<file path="src/rtl/tlpw_pkg.sv">
// Types, codes and the control store of the page walk MMU.
package tlpw_pkg;

   localparam int UPC_W = 4;
   localparam int CSR_IDX_W = 1;

   localparam logic [CSR_IDX_W-1:0] CSR_PAGING = 1'd0;
   localparam logic [CSR_IDX_W-1:0] CSR_PDB = 1'd1;

   localparam logic [1:0] ST_OK = 2'd0;
   localparam logic [1:0] ST_NO_DIR = 2'd1;
   localparam logic [1:0] ST_NO_TAB = 2'd2;
   localparam logic [1:0] ST_RANGE = 2'd3;

   localparam int ENT_PRESENT = 0;
   localparam int ENT_ACCESSED = 5;
   localparam int ENT_DIRTY = 6;

   localparam logic [UPC_W-1:0] U_IDLE = 4'd0;
   localparam logic [UPC_W-1:0] U_DISP = 4'd1;
   localparam logic [UPC_W-1:0] U_PHYS = 4'd2;
   localparam logic [UPC_W-1:0] U_DEA = 4'd3;
   localparam logic [UPC_W-1:0] U_DER = 4'd4;
   localparam logic [UPC_W-1:0] U_DEC = 4'd5;
   localparam logic [UPC_W-1:0] U_TEA = 4'd6;
   localparam logic [UPC_W-1:0] U_TER = 4'd7;
   localparam logic [UPC_W-1:0] U_TEC = 4'd8;
   localparam logic [UPC_W-1:0] U_DTA = 4'd9;
   localparam logic [UPC_W-1:0] U_DAT = 4'd10;
   localparam logic [UPC_W-1:0] U_CAP = 4'd11;
   localparam logic [UPC_W-1:0] U_FIN = 4'd12;

   typedef struct packed {
      logic        cmd;
      logic [31:0] vaddr;
      logic [2:0]  nbytes;
      logic [31:0] wdata;
   } req_type;

   typedef struct packed {
      logic [31:0] rdata;
      logic [1:0]  status;
   } rsp_type;

   typedef enum logic [3:0] {
      OP_IDLE,
      OP_DISP,
      OP_PHYS_ADDR,
      OP_DE_ADDR,
      OP_RD_ENT,
      OP_DE_CHK,
      OP_TE_ADDR,
      OP_TE_CHK,
      OP_DATA_ADDR,
      OP_DATA_ACC,
      OP_CAP,
      OP_FIN
   } op_type;

   typedef enum logic [2:0] {
      SQ_NEXT,
      SQ_JUMP,
      SQ_WAIT_IN,
      SQ_DISPATCH,
      SQ_LOOP,
      SQ_WAIT_OUT
   } seq_type;

   typedef struct packed {
      op_type           op;
      seq_type          seq;
      logic [UPC_W-1:0] target;
   } uword_type;

   typedef struct packed {
      op_type op;
      logic   load;
   } ctl_type;

   typedef struct packed {
      logic zero_len;
      logic paging;
      logic fault;
      logic more;
      logic out_free;
   } flags_type;

   function automatic uword_type ucode(input logic [UPC_W-1:0] upc);
      uword_type w;
      case (upc)
         U_IDLE: w = '{OP_IDLE, SQ_WAIT_IN, U_IDLE};
         U_DISP: w = '{OP_DISP, SQ_DISPATCH, U_IDLE};
         U_PHYS: w = '{OP_PHYS_ADDR, SQ_JUMP, U_DAT};
         U_DEA: w = '{OP_DE_ADDR, SQ_NEXT, U_IDLE};
         U_DER: w = '{OP_RD_ENT, SQ_NEXT, U_IDLE};
         U_DEC: w = '{OP_DE_CHK, SQ_NEXT, U_IDLE};
         U_TEA: w = '{OP_TE_ADDR, SQ_NEXT, U_IDLE};
         U_TER: w = '{OP_RD_ENT, SQ_NEXT, U_IDLE};
         U_TEC: w = '{OP_TE_CHK, SQ_NEXT, U_IDLE};
         U_DTA: w = '{OP_DATA_ADDR, SQ_NEXT, U_IDLE};
         U_DAT: w = '{OP_DATA_ACC, SQ_NEXT, U_IDLE};
         U_CAP: w = '{OP_CAP, SQ_LOOP, U_DEA};
         U_FIN: w = '{OP_FIN, SQ_WAIT_OUT, U_IDLE};
         default: w = '{OP_IDLE, SQ_JUMP, U_IDLE};
      endcase
      return w;
   endfunction

endpackage

</file>
<file path="src/rtl/tlpw_useq.sv">
// Microprogram sequencer: step counter, control store and branch logic.
module tlpw_useq (
   input  logic                clock,
   input  logic                reset,
   input  logic                req_valid,
   input  tlpw_pkg::flags_type flags,
   output tlpw_pkg::ctl_type   ctl,
   output logic                req_stall
);

   logic [tlpw_pkg::UPC_W-1:0] upc_ff;
   logic [tlpw_pkg::UPC_W-1:0] upc_in;
   tlpw_pkg::uword_type        uword;

   assign uword = tlpw_pkg::ucode(upc_ff);

   always_ff @(posedge clock) begin
      if (reset) begin
         upc_ff <= tlpw_pkg::U_IDLE;
      end else begin
         upc_ff <= upc_in;
      end
   end

   always_comb begin
      upc_in = upc_ff;
      case (uword.seq)
         tlpw_pkg::SQ_WAIT_IN: begin
            if (req_valid) begin
               upc_in = tlpw_pkg::U_DISP;
            end
         end
         tlpw_pkg::SQ_DISPATCH: begin
            if (flags.zero_len) begin
               upc_in = tlpw_pkg::U_FIN;
            end else if (flags.paging) begin
               upc_in = tlpw_pkg::U_DEA;
            end else begin
               upc_in = tlpw_pkg::U_PHYS;
            end
         end
         tlpw_pkg::SQ_JUMP: upc_in = uword.target;
         tlpw_pkg::SQ_NEXT: upc_in = upc_ff + 1'b1;
         tlpw_pkg::SQ_LOOP: upc_in = flags.more ? uword.target : upc_ff + 1'b1;
         tlpw_pkg::SQ_WAIT_OUT: begin
            if (flags.out_free) begin
               upc_in = uword.target;
            end
         end
         default: upc_in = tlpw_pkg::U_IDLE;
      endcase
      if (flags.fault) begin
         upc_in = tlpw_pkg::U_FIN;
      end
      ctl.op = uword.op;
      ctl.load = (uword.seq == tlpw_pkg::SQ_WAIT_IN) && req_valid;
      req_stall = (uword.seq != tlpw_pkg::SQ_WAIT_IN);
   end

endmodule

</file>
<file path="config.mk">
export PLATFORM = sky130hd
export DESIGN_NAME = tlpw_useq
export DESIGN_NICKNAME = d
export VERILOG_FILES = /design/src/rtl/tlpw_pkg.sv /design/src/rtl/tlpw_useq.sv
export SDC_FILE = /design/constraint.sdc
export NUM_CORES = 1
export LEC_CHECK = 0
export BUFFER_PORTS_ARGS = -buffer_cell sky130_fd_sc_hd__clkbuf_2
export CAP_MARGIN = 10
export CORE_AREA = 5 5 42 44
export DETAILED_ROUTE_END_ITERATION = 7
export DIE_AREA = 0 0 47 49
export HOLD_SLACK_MARGIN = 0.03
export PLACE_DENSITY_LB_ADDON = 0.08
export SLEW_MARGIN = 15
export SYNTH_ARGS = -nofsm -noshare
export SYNTH_HDL_FRONTEND = slang
export SYNTH_SLANG_ARGS = --single-unit
</file>
<file path="constraint.sdc">
create_clock -name clock -period 4.8 [get_ports clock]
set_input_delay 0.48 -clock clock [delete_from_list [all_inputs] [get_ports clock]]
set_output_delay 0.48 -clock clock [all_outputs]
set_load 0.02 [all_outputs]
</file>
==> key figures <==
Detailed routing
  • # DRC: 0
  • DR pass1 iterations: 4
  • Routed wire length: 1050 um
  • Vias per cell: 5.16
  • Post-route ant nets: 0
  • Initial DRC count: 7
  • DR vias: 470
  • Drt wl/cell: around 12 um

Worst setup path
  • Worst r2r dst: upc_ff[1]$_SDFFE_PP0P_
  • Critical path endpoint category: output port
  • Critical path type: reg -> out
  • Critical path required time: 4.32 ns
  • Reg2Reg Setup Slack: 3.08 ns
  • Crit. Startpoint: upc_ff[1]$_SDFFE_PP0P_
  • FF-to-FF path depth: 6
  • Crit start category: register
  • Worst Path Arrival: 1.75 ns
  • Worst Path Max Fanout: 9
  • FF-to-FF Start: upc_ff[1]$_SDFFE_PP0P_

STA
  • # setup viols final: 0
  • Fin crit period: around 2.2 ns
  • Slew margin rel.: 71.6%
  • RSZ-0062 raised after global routing: no
  • Hold slack: 0.474 ns
  • Final Max Slew Viols: 0
  • Max Fclk: 448 MHz
  • Worst-Margin Slew: 0.426 ns
  • Setup TNS: 0 ns
  • Worst Skew: approximately 0.00082 ns
  • Setup WS post-layout: 2.57 ns
  • Hold Vio Cnt, Final: 0
  • Fin crit share: between 40% and 50%

Synth
  • Top post-synthesis cells by area: dfxtp_1 18%, ha_1 16%, a21oi_1 6.6%
  • Top-count cell post-synth: nand2_1
  • Syn nets: 75
  • Synth area leader: dfxtp_1
  • Post-Synthesis Cells: between 60 and 70
  • Yosys top cell area share: between 10% and 20%
  • Post-synth ARST share: 0%
  • Sequential area share after synthesis: 17.5%
  • Number of synthesized flops with an enable pin: 0
  • Top cells by instance count after synthesis: 8 x nand2_1, 6 x a21oi_1, 6 x ha_1
  • Synthesized area per cell: 7.49 um2
  • #FFs+latches synth: 4
  • Primary FF master, synth: dfxtp_1
  • Synth cell types: 25
  • Post-synthesis cell area: 457 um2
  • YS warnings: 0

Clock network
  • Post-CTS Setup Bufs: 0
  • CTS root buffer: clkbuf_4
  • Skew-Pair Late Insertion Delay: approximately 0.23 ns
  • Num Clock Sinks: 4
  • Worst-path clk slew: 0.04 ns
  • CTS tree: built
  • CTS HTree Levels: 1
  • Post_cts resized: 0
  • Max Root-Sink Buffers: 2
  • CTS buffer count: 3
  • Hold_buf cts: 0

Layout
  • FF/Latch Area: 80.1 um2
  • Util after Layout: approximately two fifths
  • Top flop regs: upc_ff: 4 flops
  • Final #Nets: around 90
  • Layout area overhead: 20.0%
  • Flip-flop count of the largest register after layout: 4
  • Area of the multi-input gates: 345 um2
  • Final std cells w/o fill: 91
  • Fraction of layout cells with a size suffix above 1: 26.7%
  • Top reg by flops: upc_ff
  • ANT cells: 0
  • # fillers: between 150 and 200
  • Fin area: 548 um2

Place
  • DP Area: 526 um2
  • Pre-CTS setup slack: 2.79 ns
  • Placed cell count: 88
  • RD Place Congestion: 0.739
  • Port Buf Inserts: 13

Run
  • Max_cap viols: 0

Global routing
  • Gr usage total: between 10% and 20%
  • First-pass GRT wire length: 1820 um
  • Largest net degree at the start of global routing: 15
  • Vias in the first global route: 450
  • Global route overflow: 0
  • Initial antenna violation count: 0

Power and ir drop
  • Power Density: 241 nW/um2
  • Lkg Pwr: 0.261 nW
  • Peak supply drop: 0.139 mV
  • Power Total: ~0.13 mW

Floorplan
  • Total core area: 1400 um2
  • Initial core utilization: 32.6%
  • Boundary pin count: 14
  • Die Y: 49 um
  • Horiz. Die Dim: 47 um
  • Die area: 2300 um2
  • Rows: 14

Run status
  • Status: finished, final reports clean

Worst hold path
  • Hold Path End: upc_ff[2]$_SDFFE_PP0P_
  • Hold path start: reset
  • Min-Delay Path Depth: 2
  • Worst min path class: in -> reg
cell type report:
type	count	share of cell area, %
clock buffers	3	4.11
inverters	4	2.74
multi-input cells	51	63.0
flip-flops and latches	4	14.6
well taps	16	3.65
repair buffers	13	11.9
power breakdown:
group	leakage (nW)	internal (mW)	switching, mW
Combinational	0.214	0.0196	0.0295
Sequential	0.0331	0.0360	0.00654
Clock	0.0138	0.0279	0.0125
Total	0.261	0.0835	0.0486
routing by layer:
layer / share of wire [%] / track usage [%] / vias to the layer above
met5: 0 / 0 / -
met4: 0 / 6.91 / 0
met3: 4.5 / 2.21 / 0
met2: 50 / 14.7 / 10
met1: 46 / 14.7 / 210
li1: - / - / 250
cells by family (layout without fill, tap and decap cells):
family / after synthesis / count (layout) / synth area share, %
adder cells (fa/ha/maj): 6 / 6 / 16.4
multiplexers: 1 / 1 / 2.19
flip-flops: 4 / 4 / 17.5
buffers and inverters: 6 / 20 / 6.85
AND/OR/NAND/NOR: 24 / 24 / 27.9
AO/OA/AOI/OAI: 20 / 20 / 29.0
worst max-delay path, cell delays in order, from the launching register on:
cell,delay (ns)
dfxtp_1,0.50
inv_1,0.15
ha_1,0.38
nand2_1,0.14
nand3_1,0.07
o21ai_0,0.09
clkbuf_2,0.19
cells in the final DEF, fill, tap and decap left out, drive strengths merged:
master | Yosys | final
inv | 4 | 4
a22oi | 1 | 1
and4b | 1 | 1
o21ai | 5 | 5
nand3b | 1 | 1
a21boi | 1 | 1
ha | 6 | 6
a211oi | 1 | 1
nand2b | 3 | 3
clkbuf | 0 | 16
nor3 | 1 | 1
a31oi | 1 | 1
a311oi | 1 | 1
mux2i | 1 | 1
a21o | 1 | 1
nor2 | 4 | 4
o211ai | 1 | 1
and3 | 2 | 2
nand3 | 4 | 4
dfxtp | 4 | 4
a21oi | 7 | 7
nand2 | 8 | 8
o41ai | 1 | 1
worst max path at each step:
stage	end	slack, ns	cells after the start
after detailed placement	ctl[2]	2.79	6
after CTS	ctl[2]	2.54	6
final	ctl[2]	2.57	6
after global routing	ctl[2]	2.37	6
after global placement	ctl[2]	2.85	6
after floorplan	ctl[2]	3.01	5
Power figures use the tool's default switching activity.
